[src/hw/rtl/dhb_pkg.sv]
// Shared types and constants for the decimating history buffer.
// Used by every module of the block except dhb_ram; depends on nothing else.
`timescale 1ns / 1ps

package dhb_pkg;

	// Defaults for the top-level parameters.
	localparam int MAX_HALF_DEFAULT   = 512;
	localparam int DATA_WIDTH_DEFAULT = 32;

	// Fixed field widths of the request and result words, the half size and the skip counter.
	localparam int SAMPLE_W = 32;
	localparam int INDEX_W  = 10;
	localparam int HALF_W   = 10;
	localparam int COUNT_W  = 11;
	localparam int STEP_W   = 5;
	localparam int SKIP_W   = 32;

	// The largest half size that the configuration register can express.
	localparam int HALF_REG_MAX = 1023;

	localparam logic [HALF_W-1:0] HALF_RESET = 10'd512;
	localparam logic [STEP_W-1:0] STEP_MAX   = 5'd31;

	// Request modes.
	localparam logic [1:0] MODE_STORE = 2'd0;
	localparam logic [1:0] MODE_READ  = 2'd1;
	localparam logic [1:0] MODE_CLEAR = 2'd2;

	typedef struct packed {
		logic [1:0]          mode;
		logic [SAMPLE_W-1:0] sample_value;
		logic [INDEX_W-1:0]  read_index;
	} request_t;

	typedef struct packed {
		logic [SAMPLE_W-1:0] read_data;
		logic                read_valid;
		logic [COUNT_W-1:0]  stored_count;
		logic [STEP_W-1:0]   step_exponent;
	} result_t;

	typedef enum logic [1:0] {
		ST_IDLE,
		ST_READ,
		ST_COMPACT
	} state_t;

endpackage

[src/hw/rtl/dhb_ctrl.sv]
// Sequencer and history state for the decimating history buffer.
// Depends on dhb_pkg; drives the ports of dhb_ram.
`timescale 1ns / 1ps

module dhb_ctrl #(
	parameter int ADDR_W = 11,
	parameter int DW     = dhb_pkg::DATA_WIDTH_DEFAULT
) (
	input  logic                       clk,
	input  logic                       arst_n,
	input  logic                       clr,
	input  logic [dhb_pkg::HALF_W-1:0] h,
	input  logic                       start,
	input  dhb_pkg::request_t          request,
	output logic                       busy,
	output logic                       done,
	output dhb_pkg::result_t           result,
	output logic                       ram_we,
	output logic [ADDR_W-1:0]          ram_waddr,
	output logic [DW-1:0]              ram_wdata,
	output logic                       ram_re,
	output logic [ADDR_W-1:0]          ram_raddr,
	input  logic [DW-1:0]              ram_rdata
);

	localparam int CW = dhb_pkg::COUNT_W;
	localparam int SW = dhb_pkg::STEP_W;
	localparam int KW = dhb_pkg::SKIP_W;
	localparam int HW = dhb_pkg::HALF_W;

	dhb_pkg::state_t state_q, state_d;

	logic [CW-1:0] fill_q, fill_d;
	logic [SW-1:0] step_q, step_d;
	logic [KW-1:0] skip_q, skip_d;
	logic [HW-1:0] cnt_q, cnt_d;
	logic          mv_s1, mv_d;
	logic [HW-1:0] wa_s1, wa_d;
	logic          rv_q, rv_d;
	logic          done_q, done_d;
	dhb_pkg::result_t res_q, res_d;

	logic          keep;
	logic [CW-1:0] fill_inc;
	logic          full;
	logic [SW-1:0] step_up;
	logic [KW-1:0] skip_reload;
	logic [KW-1:0] skip_reload_up;

	assign keep           = (skip_q == '0);
	assign fill_inc       = fill_q + CW'(keep);
	assign full           = keep && (fill_inc == {h, 1'b0});
	assign step_up        = (step_q == dhb_pkg::STEP_MAX) ? dhb_pkg::STEP_MAX : step_q + SW'(1);
	// 2^step - 1: the reload already accounts for the decrement of this item.
	assign skip_reload    = ~({KW{1'b1}} << step_q);
	assign skip_reload_up = ~({KW{1'b1}} << step_up);

	always_ff @(posedge clk or negedge arst_n) begin
		if (!arst_n) begin
			state_q <= dhb_pkg::ST_IDLE;
		end else begin
			state_q <= state_d;
		end
	end

	always_comb begin
		state_d   = state_q;
		fill_d    = fill_q;
		step_d    = step_q;
		skip_d    = skip_q;
		cnt_d     = cnt_q;
		mv_d      = 1'b0;
		wa_d      = cnt_q;
		rv_d      = rv_q;
		done_d    = 1'b0;
		res_d     = res_q;
		ram_we    = 1'b0;
		ram_waddr = '0;
		ram_wdata = '0;
		ram_re    = 1'b0;
		ram_raddr = '0;
		busy      = (state_q != dhb_pkg::ST_IDLE);

		case (state_q)
			dhb_pkg::ST_IDLE: begin
				if (start) begin
					res_d.read_data     = '0;
					res_d.read_valid    = 1'b0;
					res_d.stored_count  = fill_q;
					res_d.step_exponent = step_q;
					case (request.mode)
						dhb_pkg::MODE_STORE: begin
							if (keep) begin
								ram_we    = 1'b1;
								ram_waddr = ADDR_W'(fill_q);
								ram_wdata = DW'(request.sample_value);
							end
							if (full) begin
								state_d = dhb_pkg::ST_COMPACT;
								cnt_d   = '0;
							end else begin
								fill_d             = fill_inc;
								skip_d             = keep ? skip_reload : skip_q - KW'(1);
								done_d             = 1'b1;
								res_d.stored_count = fill_inc;
							end
						end
						dhb_pkg::MODE_READ: begin
							ram_re    = 1'b1;
							ram_raddr = ADDR_W'(request.read_index);
							rv_d      = ({1'b0, request.read_index} < fill_q);
							state_d   = dhb_pkg::ST_READ;
						end
						dhb_pkg::MODE_CLEAR: begin
							fill_d              = '0;
							step_d              = '0;
							skip_d              = '0;
							done_d              = 1'b1;
							res_d.stored_count  = '0;
							res_d.step_exponent = '0;
						end
						default: begin
							done_d = 1'b1;
						end
					endcase
				end
			end
			dhb_pkg::ST_READ: begin
				done_d              = 1'b1;
				res_d.read_data     = rv_q ? dhb_pkg::SAMPLE_W'(ram_rdata) : '0;
				res_d.read_valid    = rv_q;
				res_d.stored_count  = fill_q;
				res_d.step_exponent = step_q;
				state_d             = dhb_pkg::ST_IDLE;
			end
			dhb_pkg::ST_COMPACT: begin
				// Entry 2i+1 is read in one cycle and written to entry i in the next.
				ram_we    = mv_s1;
				ram_waddr = ADDR_W'(wa_s1);
				ram_wdata = ram_rdata;
				if (cnt_q != h) begin
					ram_re    = 1'b1;
					ram_raddr = ADDR_W'({cnt_q, 1'b1});
					mv_d      = 1'b1;
					wa_d      = cnt_q;
					cnt_d     = cnt_q + HW'(1);
				end else begin
					step_d              = step_up;
					skip_d              = skip_reload_up;
					fill_d              = {1'b0, h};
					done_d              = 1'b1;
					res_d.read_data     = '0;
					res_d.read_valid    = 1'b0;
					res_d.stored_count  = {1'b0, h};
					res_d.step_exponent = step_up;
					state_d             = dhb_pkg::ST_IDLE;
				end
			end
			default: begin
				state_d = dhb_pkg::ST_IDLE;
			end
		endcase
	end

	always_ff @(posedge clk or negedge arst_n) begin
		if (!arst_n) begin
			fill_q <= '0;
			step_q <= '0;
			skip_q <= '0;
			cnt_q  <= '0;
			mv_s1  <= 1'b0;
			done_q <= 1'b0;
		end else begin
			cnt_q  <= cnt_d;
			mv_s1  <= mv_d;
			done_q <= done_d;
			if (clr) begin
				fill_q <= '0;
				step_q <= '0;
				skip_q <= '0;
			end else begin
				fill_q <= fill_d;
				step_q <= step_d;
				skip_q <= skip_d;
			end
		end
	end

	always_ff @(posedge clk) begin
		wa_s1 <= wa_d;
		rv_q  <= rv_d;
		res_q <= res_d;
	end

	assign done   = done_q;
	assign result = res_q;

endmodule

[config.mk]
export PLATFORM = sky130hd
export DESIGN_NAME = dhb_ctrl
export DESIGN_NICKNAME = d
export VERILOG_FILES = /design/src/hw/rtl/dhb_pkg.sv /design/src/hw/rtl/dhb_ctrl.sv
export SDC_FILE = /design/constraint.sdc
export NUM_CORES = 1
export LEC_CHECK = 0
export BUFFER_PORTS_ARGS = -buffer_cell sky130_fd_sc_hd__clkbuf_2
export CAP_MARGIN = 20
export CORE_ASPECT_RATIO = 1.4
export CORE_MARGIN = 2
export CORE_UTILIZATION = 26
export CTS_BUF_LIST = sky130_fd_sc_hd__clkbuf_8
export CTS_CLUSTER_SIZE = 40
export DETAILED_ROUTE_END_ITERATION = 12
export HOLD_SLACK_MARGIN = 0.03
export PLACE_DENSITY = 0.44
export SYNTH_ARGS = -nofsm -noshare
export SYNTH_HDL_FRONTEND = slang
export SYNTH_SLANG_ARGS = --single-unit
[constraint.sdc]
create_clock -name clk -period 6.7 [get_ports clk]
set_input_delay 1.34 -clock clk [delete_from_list [all_inputs] [get_ports clk]]
set_output_delay 1.34 -clock clk [all_outputs]
set_load 0.01 [all_outputs]
# Yosys cells after proc, flatten, opt, wreduce, memory -nomap -nowiden
# Cells that the tools add are included.
totals:
  ff_bits: 122
  input_bits: 90
  out_inout_bits: 107
  elab_cells: 113
op_classes:
  add_sub_neg: 4
  order_cmp: 1
  eq_ne: 18
  shift: 2
  mux: 59
  bitwise_logic: 2
  n_reduce_logical: 14
ops:
  columns: ["op", "n"]
  rows:
  - ["32-bit 2-to-1 mux", 9]
  - ["32-bit case mux with 2 select lines", 3]
  - ["49-bit case mux with 3 select lines", 1]
  - ["49-bit 2-to-1 mux", 2]
  - ["11-bit 2-to-1 mux", 8]
  - ["11-bit case mux with 2 select lines", 4]
  - ["32-bit inverter", 2]
  - ["32-bit by 5-bit left shift with 32-bit output (first input constant)", 2]
  - ["10-bit 2-to-1 mux", 6]
  - ["32-bit zero test", 1]
  - ["32-bit by 1-bit subtractor with 32-bit output (second input constant)", 1]
  - ["5-bit 2-to-1 mux", 5]
  - ["10-bit case mux with 2 select lines", 1]
  - ["11-bit by 1-bit adder with 11-bit output", 1]
  - ["11-bit == test", 1]
  - ["10-bit by 11-bit < comparator with 1-bit output", 1]
  - ["10-bit by 1-bit adder with 10-bit output (second input constant)", 1]
  - ["1-bit 2-to-1 mux", 10]
  - ["10-bit != test", 1]
  - ["5-bit case mux with 2 select lines", 1]
  - ["5-bit AND reduction", 2]
  - ["3-bit != test (second input constant)", 3]
  - ["3-bit AND reduction", 3]
  - ["2-bit != test (second input constant)", 4]
  - ["17 further kinds", 27]

# Depth between registers and ports, before layout
# Gate-level depths: netlist of run 1.
depth:
  word_depth: 9
  depth_mapped: 17
  mapped_depth_nobuf: 15

# Worst setup path after synthesis of run 1
# OpenSTA, ideal clock, no wires.
synth_path:
  kind: "in2reg"
  startpoint: "in h[3] (netlist bit)"
  endpoint: "reg res_q (netlist bit result[0]), enable pin"
  setup_time_ns: 0.516
  arrival_ns: 5.801
  required_ns: 6.184
  path_slack_ns: 0.383
  path_stages: 6
  path_buffers: 1
  path_cell_list: "xnor2_1 nand4_1 nor4_1 nor2_1 clkbuf_1 nor3_1"
synth_via:
  elab_chain_len: 3
synth_rtl:
  columns: ["element", "line_no", "text"]
  rows:
  - ["start, declared", "dhb_ctrl.sv:12", "input logic [dhb_pkg::HALF_W-1:0] h,"]
  - ["10-bit != test", "dhb_ctrl.sv:141", "if (cnt_q != h) begin"]
  - ["2-bit != test (no line)", null, null]
  - ["3-bit AND reduction (no line)", null, null]
  - ["end signal, assigned", "dhb_ctrl.sv:192", "res_q <= res_d;"]
  - ["end, declared", "dhb_ctrl.sv:41", "dhb_pkg::result_t res_q, res_d;"]
# No other way between the ends.
# A chain may end at the register's enable or synchronous reset.

# Worst setup path after layout of run 1
layout_path:
  startpoint: "reg skip_q[0]"
  endpoint: "reg skip_q[4]"
layout_via:
  elab_chain_len: 7
  elab_cells_between_ends: 13
  cone_classes: "add/sub: 2; eq/ne: 2; mux: 6; reduce/logical: 3"
layout_rtl:
  columns: ["element", "line_no", "text"]
  rows:
  - ["start, declared", "dhb_ctrl.sv:35", "logic [KW-1:0] skip_q, skip_d;"]
  - ["start signal, assigned", "dhb_ctrl.sv:184", "skip_q <= skip_d;"]
  - ["32-bit by 1-bit subtractor with 32-bit output / 32-bit zero test (equally long branches)", "dhb_ctrl.sv:103, dhb_ctrl.sv:50", null]
  - ["32-bit 2-to-1 mux", "dhb_ctrl.sv:103", "skip_d = keep ? skip_reload : skip_q - KW'(1);"]
  - ["32-bit 2-to-1 mux", "dhb_ctrl.sv:98", "if (full) begin"]
  - ["32-bit case mux with 2 select lines", "dhb_ctrl.sv:91", "case (request.mode)"]
  - ["32-bit 2-to-1 mux", "dhb_ctrl.sv:86", "if (start) begin"]
  - ["32-bit case mux with 2 select lines", "dhb_ctrl.sv:84", "case (state_q)"]
  - ["32-bit 2-to-1 mux", "dhb_ctrl.sv:177", "if (clr) begin"]
# Several ways; a longest one is shown, not always the timed one. The select of a mux whose other input is x is not followed.

==> implementation parameters, run 1 <==
Parameter                              Value

Outcome
  Outcome    completed

Final layout
  Area of all placed cells without fillers    10100 sq um
  Number of nets in the layout    ~1200
  Syn-to-layout area delta    20.0%
  Ratio of cells with drive above 1 in the final layout    25.2%
  Multi-input gate area    around 4800 sq um
  Most common library cell in the layout ignoring fill and taps    sky130_fd_sc_hd__clkbuf_2
  Sequential cell area in the final layout    about 3300 sq um
  Commonest cells after routing, fill and taps aside    sky130_fd_sc_hd__clkbuf_2, sky130_fd_sc_hd__nor2_1, sky130_fd_sc_hd__a21oi_1, sky130_fd_sc_hd__nand2_1, sky130_fd_sc_hd__dfrtp_1
  Number of filler instances in the final layout    between 3000 and 4000
  Final Core Density    about a third

CTS
  Clk_lat worst skew    between 0.4 and 0.5 ns
  Clock Root Buffer    sky130_fd_sc_hd__clkbuf_8
  Number of hold buffers added after CTS    0
  Number of resized instances in the post-cts repair step    0
  CTS sink cnt    around 120
  Buffers inserted by post-CTS timing repair    0
  Worst-path clk slew    about 0.08 ns
  Clock Path Buffers    2
  TritonCTS clock tree    done
  Number of buffers created by CTS    17
  Htree depth    4

Timing
  Period utilisation layout    between 80% and 90%
  Highest clock rate    182 MHz
  Tightest slew margin relative to the limit    27.2%
  Time the final worst path needs with I/O delays and setup    roughly 5.5 ns
  Number of max-slew violations in the final report    0
  Setup Skew    between 0.01 and 0.015 ns
  Transition time of the tightest slew-check pin    roughly 1.1 ns
  Unrepaired setup endpoints after global routing    no
  Setup violations, final    0
  Setup TNS after final layout    0 ns
  Final hold vios    0

Placement
  Number of buffers added on ports    approximately 200
  Final HPWL from detailed placement    24300 um
  Cell area after placement    between 9000 and 10000 sq um
  Final Wtd Congestion    around 0.94

Power
  Fraction of power consumed by combinational cells    between 30% and 40%
  Net switching component of the power    about 0.95 mW
  PwrDens    ~250 nW/um^2
  Max VDD drop    107 uV
  Net switching share of the total power    between 30% and 40%
  Share of power burned in registers    about 38%
  Leakage component of the power    ~4.2 nW
  Fraction of power consumed by the clock network    27.3%
  Internal cell power    between 1.5 and 2 mW

Synth
  Post-synth design cell area    between 8000 and 9000 sq um
  Area share of the largest cell type after synthesis    ~18%
  Number of distinct library cells after synthesis    between 80 and 90
  Total of flip-flops plus latches after synthesis    roughly 120
  Post-synth top area cell    sky130_fd_sc_hd__dfrtp_1
  Prevailing post-synth register cell    sky130_fd_sc_hd__dfrtp_1
  Part of the Yosys area used for sequential elements    between 30% and 40%
  EDFF count, synth    50
  Nets in the synthesized netlist    ~1000
  Post-synthesis cell count    936
  Fraction of synthesis flops using an asynchronous set or reset pin    50.8%
  Synth warnings    0
  Synthesized area per cell    9.00 sq um
  Cell types with the largest area share after synthesis    sky130_fd_sc_hd__dfrtp_1, sky130_fd_sc_hd__edfxtp_1, sky130_fd_sc_hd__a22o_1

Global route
  Initial antenna violation count    2
  First-pass GRT wire length    between 40000 and 50000 um
  Via count of the first global-routing pass    8191
  Largest net degree at the start of global routing    63
  GRT Residual Overflow    0
  Combined global-route utilization of all metal layers    approximately 19%

Critical path
  Worst endpoint data arrival time    5.87 ns
  Kind of capture point of the worst setup path    flip-flop
  Count of cells along the worst register-to-register path    15
  Critical path start-end classification    reg2reg
  Startpoint class of the critical path    flip-flop
  Critical-path maximum fanout    30
  Critical Path RT    7.08 ns

Drt
  Per-cell routed wire length    21.7 um
  Iteration-0 DRC count of the detailed router    roughly 520
  First-pass iteration count of the detailed router    5
  Antenna Violating Nets Remaining    0
  DR vias    just over 8000
  Average via count per standard cell    approximately 5.4
  Drt total wl    32600 um
  Number of design rule violations left after detail routing    0

Floorplan
  I/O pin total    between 150 and 200
  Area of the core region    ~32000 sq um
  Die outline area    between 30000 and 40000 sq um
  Starting density of the core    between 20% and 30%
  Width of the die    around 160 um
  Row count    a little under 80
  Die Ht    between 200 and 250 um

Hold path
  Class of the tightest hold or removal check    reg2reg
  Cell depth of the worst min-delay path    0

Run
  Number of violations of the max-capacitance limit    0
==> final timing paths <==
check	slack [ns]	end	from
max in group asynchronous	5.04	done$_DFF_PN0_	arst_n
setup reg to reg	1.20	skip_q[4]$_DFFE_PN0P_	skip_q[0]$_DFFE_PN0P_
setup / recovery	1.20	skip_q[4]$_DFFE_PN0P_	skip_q[0]$_DFFE_PN0P_
hold / removal	0.52	wa_s1[7]$_DFF_P_	cnt_q[7]$_DFFE_PN0P_
hold reg to reg	0.52	wa_s1[7]$_DFF_P_	cnt_q[7]$_DFFE_PN0P_
min in group asynchronous	1.06	skip_q[1]$_DFFE_PN0P_	arst_n
==> layer usage <==
layer | up-vias | global-route usage (%) | part of all wire (%)
met5 | - | 0 | 0.025
met4 | 2 | 10.6 | 5.4
met3 | 89 | 3.66 | 5.3
li1 | 3826 | - | -
met2 | 351 | 36.0 | 52
met1 | 3920 | 20.2 | 37
==> cells in the mapped netlist (4+ instances only) <==
library cell,n
sky130_fd_sc_hd__a31oi_1,19
sky130_fd_sc_hd__a211oi_1,16
sky130_fd_sc_hd__or3_1,9
sky130_fd_sc_hd__nor4_1,7
sky130_fd_sc_hd__o22ai_1,10
sky130_fd_sc_hd__buf_2,13
sky130_fd_sc_hd__or4_1,7
sky130_fd_sc_hd__or2_2,4
sky130_fd_sc_hd__and2_1,39
sky130_fd_sc_hd__and3_1,12
sky130_fd_sc_hd__a21o_1,11
sky130_fd_sc_hd__a22oi_1,6
sky130_fd_sc_hd__nand2_1,62
sky130_fd_sc_hd__and4_1,4
sky130_fd_sc_hd__o211ai_1,4
sky130_fd_sc_hd__xnor2_1,30
sky130_fd_sc_hd__a221oi_1,12
sky130_fd_sc_hd__inv_1,28
sky130_fd_sc_hd__nor2b_1,15
sky130_fd_sc_hd__a21oi_1,65
sky130_fd_sc_hd__ha_1,21
sky130_fd_sc_hd__nand4_1,11
sky130_fd_sc_hd__mux2_2,4
sky130_fd_sc_hd__o31ai_1,7
sky130_fd_sc_hd__clkbuf_1,53
sky130_fd_sc_hd__nor3_1,46
sky130_fd_sc_hd__o21ai_0,36
sky130_fd_sc_hd__o41ai_1,5
sky130_fd_sc_hd__mux2i_1,8
sky130_fd_sc_hd__a22o_1,52
sky130_fd_sc_hd__nand3_1,28
sky130_fd_sc_hd__dfxtp_1,10
sky130_fd_sc_hd__a211o_1,4
sky130_fd_sc_hd__nand2b_1,6
sky130_fd_sc_hd__edfxtp_1,50
sky130_fd_sc_hd__a31o_2,5
sky130_fd_sc_hd__nor2_1,72
sky130_fd_sc_hd__xor2_1,11
sky130_fd_sc_hd__dfrtp_1,62
==> worst max-delay path: stages, from the launching register on <==
cell and delay (ns):
sky130_fd_sc_hd__dfrtp_1 0.41, sky130_fd_sc_hd__inv_1 0.07, sky130_fd_sc_hd__ha_1 0.19, sky130_fd_sc_hd__or4b_4 0.54, sky130_fd_sc_hd__nor4_4 0.41, sky130_fd_sc_hd__nand3_1 0.45, sky130_fd_sc_hd__inv_1 0.41, sky130_fd_sc_hd__ha_1 0.27
sky130_fd_sc_hd__nand4_1 0.29, sky130_fd_sc_hd__nor4_4 0.43, sky130_fd_sc_hd__xnor2_1 0.16, sky130_fd_sc_hd__a2111oi_4 0.38, sky130_fd_sc_hd__and3_1 0.32, sky130_fd_sc_hd__a31o_2 0.62, sky130_fd_sc_hd__a2111oi_0 0.15, sky130_fd_sc_hd__a31o_2 0.25
==> state kept, by name (all words and copies together), names as in the netlist, 2 cells and up <==
name / count
cnt_q: 10
fill_q: 11
result: 49
skip_q: 32
state_q: 2
step_q: 5
wa_s1: 10
==> area by class of cell <==
type / count / share of cell area [%]
diodes: 1 / 0.0248
repair buffers: 207 / 10.5
clock inverters: 14 / 1.55
inverters: 30 / 1.11
flip-flops and latches: 122 / 32.2
well taps: 400 / 4.95
multi-input cells: 712 / 47.2
clock buffers: 18 / 2.45
==> cell families after synthesis <==
kind of cell	after synthesis	share of synthesized area [%]
AO/OA/AOI/OAI	285	24.3
XOR/XNOR	41	4.27
adder cells (fa/ha/maj)	21	3.12
buffers and inverters	102	5.10
flip-flops	122	38.6
multiplexers	14	1.75
AND/OR/NAND/NOR	351	22.8
==> power groups by stage <==
stage | sequential, mW | clock [mW] | combinational (mW)
2_1_floorplan | 0.993 | 0 | 0.586
3_3_place_gp | 0.982 | 0 | 0.890
3_5_place_dp | 0.984 | 0 | 0.885
4_1_cts | 0.968 | 0.723 | 0.890
5_1_grt | 0.981 | 0.748 | 0.975
6_report | 0.969 | 0.697 | 0.884
==> metrics by stage <==
step	power, mW	hold slack (ns)	instances	worst slack [ns]
after global routing	2.70	0.547	1503	0.841
after global placement	1.87	0.508	1471	1.29
final	2.55	0.519	1504	1.20
after detailed placement	1.87	0.508	1471	1.27
after CTS	2.58	0.532	1503	1.25
after floorplan	1.58	0.411	936	0.383
(Power assumes the default switching activity.)
==> run 2, diff against run 1 <==
PLACE_DENSITY = 0.45   (was 0.44)
clock period = 4.5 ns   (was 6.7 ns; I/O delays follow)
==> implementation parameters, run 2 (synthesis results as in run 1) <==
Parameter                              Value

Final layout
  Ratio of cells with drive above 1 in the final layout    28.8% (+3.6 points)
  Syn-to-layout area delta    24.3%
  Flip-flop count of the largest register after layout    49 (unchanged)
  Most common library cell in the layout ignoring fill and taps    sky130_fd_sc_hd__clkbuf_2
  Final Core Density    32.6% (+1.1 points)
  Antenna cells    0 (-1)
  Number of nets in the layout    1240 (+3.2%)
  Commonest cells after routing, fill and taps aside    sky130_fd_sc_hd__clkbuf_2, sky130_fd_sc_hd__nor2_1, sky130_fd_sc_hd__a21oi_1, sky130_fd_sc_hd__nand2_1, sky130_fd_sc_hd__dfrtp_1

Floorplan
  Area of the core region    32100 sq um (unchanged)
  Die outline area    33900 sq um (unchanged)
  Starting density of the core    26.2% (unchanged)
  Die Ht    217 um (unchanged)
  Row count    78 (unchanged)
  Width of the die    156 um (unchanged)
  I/O pin total    197 (unchanged)

Placement
  Final HPWL from detailed placement    25200 um (+3.8%)
  Final Wtd Congestion    0.887 (-6.0%)
  Number of buffers added on ports    196 (unchanged)
  Worst setup slack after placement    -0.0613 ns (-1.33 ns)

Timing
  Setup violations, final    0 (unchanged)
  Worst hold slack across all endpoints    0.509 ns (-0.00996 ns)
  Number of max-slew violations in the final report    0 (unchanged)
  Final hold vios    0 (unchanged)
  Period utilisation layout    94.3% (+12 points)
  Post-route worst setup slack    0.255 ns (-0.950 ns)
  Tightest slew margin relative to the limit    32.7% (+5.5 points)
  Time the final worst path needs with I/O delays and setup    4.25 ns (-1.25 ns)
  Transition time of the tightest slew-check pin    1.01 ns (-0.0809 ns)
  Highest clock rate    236 MHz (+29%)
  Setup Skew    0.0109 ns (-0.00340 ns)

Drt
  Iteration-0 DRC count of the detailed router    625 (+20%)
  Antenna Violating Nets Remaining    0 (unchanged)
  Per-cell routed wire length    21.9 um (+0.77%)
  Average via count per standard cell    5.41 (-0.56%)
  First-pass iteration count of the detailed router    7 (+2)
  Drt total wl    33700 um (+3.3%)
  DR vias    8348 (+2.0%)
  Number of design rule violations left after detail routing    0 (unchanged)

Global route
  Via count of the first global-routing pass    8220 (+0.35%)
  GRT Residual Overflow    0 (unchanged)
  Largest net degree at the start of global routing    60 (-4.8%)
  First-pass GRT wire length    49800 um (+0.82%)
  Combined global-route utilization of all metal layers    19.5% (+0.22 points)
  Initial antenna violation count    0 (-2)

Critical path
  Critical-path maximum fanout    6 (-80%)
  Slowest library cell on the worst path    sky130_fd_sc_hd__or4b_4
  Critical Path RT    4.85 ns (-2.23 ns)
  Peak per-stage delay on the critical path    0.52 ns (-0.10 ns)
  Cell-by-cell listing of the critical path    inv_1, ha_2, or4b_4, nor4_4, nand3_1, inv_2, ha_2, nand4_1, or3_1, o2111ai_1, a2111oi_4, buf_4, a31oi_1, mux2_2, a221oi_2, o41ai_1
  Startpoint class of the critical path    flip-flop
  Critical path start-end classification    reg2reg
  Kind of capture point of the worst setup path    flip-flop
  Cell seen most often among critical-path stages    sky130_fd_sc_hd__ha_2
  Worst endpoint data arrival time    4.59 ns (-1.28 ns)

CTS
  Number of buffers created by CTS    17 (unchanged)
  TritonCTS clock tree    done
  Number of hold buffers added after CTS    0 (unchanged)
  Clk_lat worst skew    0.49 ns (about the same)
  CTS sink cnt    122 (unchanged)
  Clock Root Buffer    sky130_fd_sc_hd__clkbuf_8
  Clock Path Buffers    2 (unchanged)
  Htree depth    4 (unchanged)
  Worst-path clk slew    0.08 ns (about the same)

Outcome
  Outcome    completed

Power
  Internal cell power    2.38 mW (+49%)
  Leakage component of the power    4.44 nW (+4.8%)
  Max VDD drop    135 uV (+26%)
  Fraction of power consumed by combinational cells    36.8% (+2.1 points)
  PwrDens    366 nW/um^2 (+45%)
  Net switching component of the power    1.45 mW (+53%)
  Fraction of power consumed by the clock network    25.7% (-1.6 points)
  Net switching share of the total power    37.8% (+0.75 points)
  Share of power burned in registers    37.6% (-0.4 points)

Run
  Number of violations of the max-capacitance limit    0 (unchanged)

Hold path
  Class of the tightest hold or removal check    reg2reg
==> run 2: layout make-up <==
cell class              instances  area, sq um
clock inverters                14          133
inverters                      30          113
fillers                      3375        21600
clock buffers                  18          248
multi-input cells             712         4840
well taps                     400          500
repair buffers                246         1380
flip-flops and latches        122         3250
==> run 2: power groups by stage <==
stage / clock network (mW) / logic [mW] / registers, mW
2_1_floorplan: 0 / 0.873 / 1.47
3_3_place_gp: 0 / 1.39 / 1.46
3_5_place_dp: 0 / 1.39 / 1.47
4_1_cts: 1.02 / 1.40 / 1.44
5_1_grt: 1.06 / 1.53 / 1.46
6_report: 0.983 / 1.41 / 1.44
==> run 2: final timing paths <==
kind	startpoint	to	slack, ns	cells after the start
worst max-delay path	skip_q[1]$_DFFE_PN0P_	fill_q[4]$_DFFE_PN0P_	0.25	16
worst min register to register	skip_q[31]$_DFFE_PN0P_	skip_q[31]$_DFFE_PN0P_	0.51	1
worst min-delay path	skip_q[31]$_DFFE_PN0P_	skip_q[31]$_DFFE_PN0P_	0.51	1
max in group asynchronous	arst_n	cnt_q[7]$_DFFE_PN0P_	2.93	2
min in group asynchronous	arst_n	skip_q[4]$_DFFE_PN0P_	0.55	1
worst max register to register	skip_q[1]$_DFFE_PN0P_	fill_q[4]$_DFFE_PN0P_	0.25	16
==> run 2: worst max-delay path: cells and delay by family (launching register included) <==
family	cells	cell delay, ns
compound gates	5	0.84
flops	1	0.41
buf+inv	3	0.38
simple gates	5	1.69
fa+ha+maj	2	0.39
mux	1	0.40
==> run 2: routing by layer <==
layer,vias up,share of wire [%],GRT usage [%]
met2,375,52,36.1
li1,3889,-,-
met1,3993,37,20.5
met4,0,5.6,11.3
met3,91,5.4,3.62
met5,-,0,0
==> run 2: through the flow <==
| step | total power [mW] | cell area, sq um | setup TNS, ns | cells |
|---|---|---|---|---|
| floorplan | 2.35 | 8420 | 0 | 936 |
| global placement | 2.85 | 9970 | -0.0176 | 1503 |
| detailed placement | 2.85 | 9970 | -0.0613 | 1503 |
| CTS | 3.86 | 10400 | 0 | 1535 |
| global route | 4.05 | 10500 | -0.00263 | 1542 |
| finish | 3.83 | 10500 | 0 | 1542 |
==> run 2: what timing repair did <==
action                                  in CTS  in global routing
pin swaps                                    0                  9
setup buffers                                0                  7
endpoints found under the setup margin       1                 64
gates resized for setup                      1                 18
gates cloned                                 0                  0
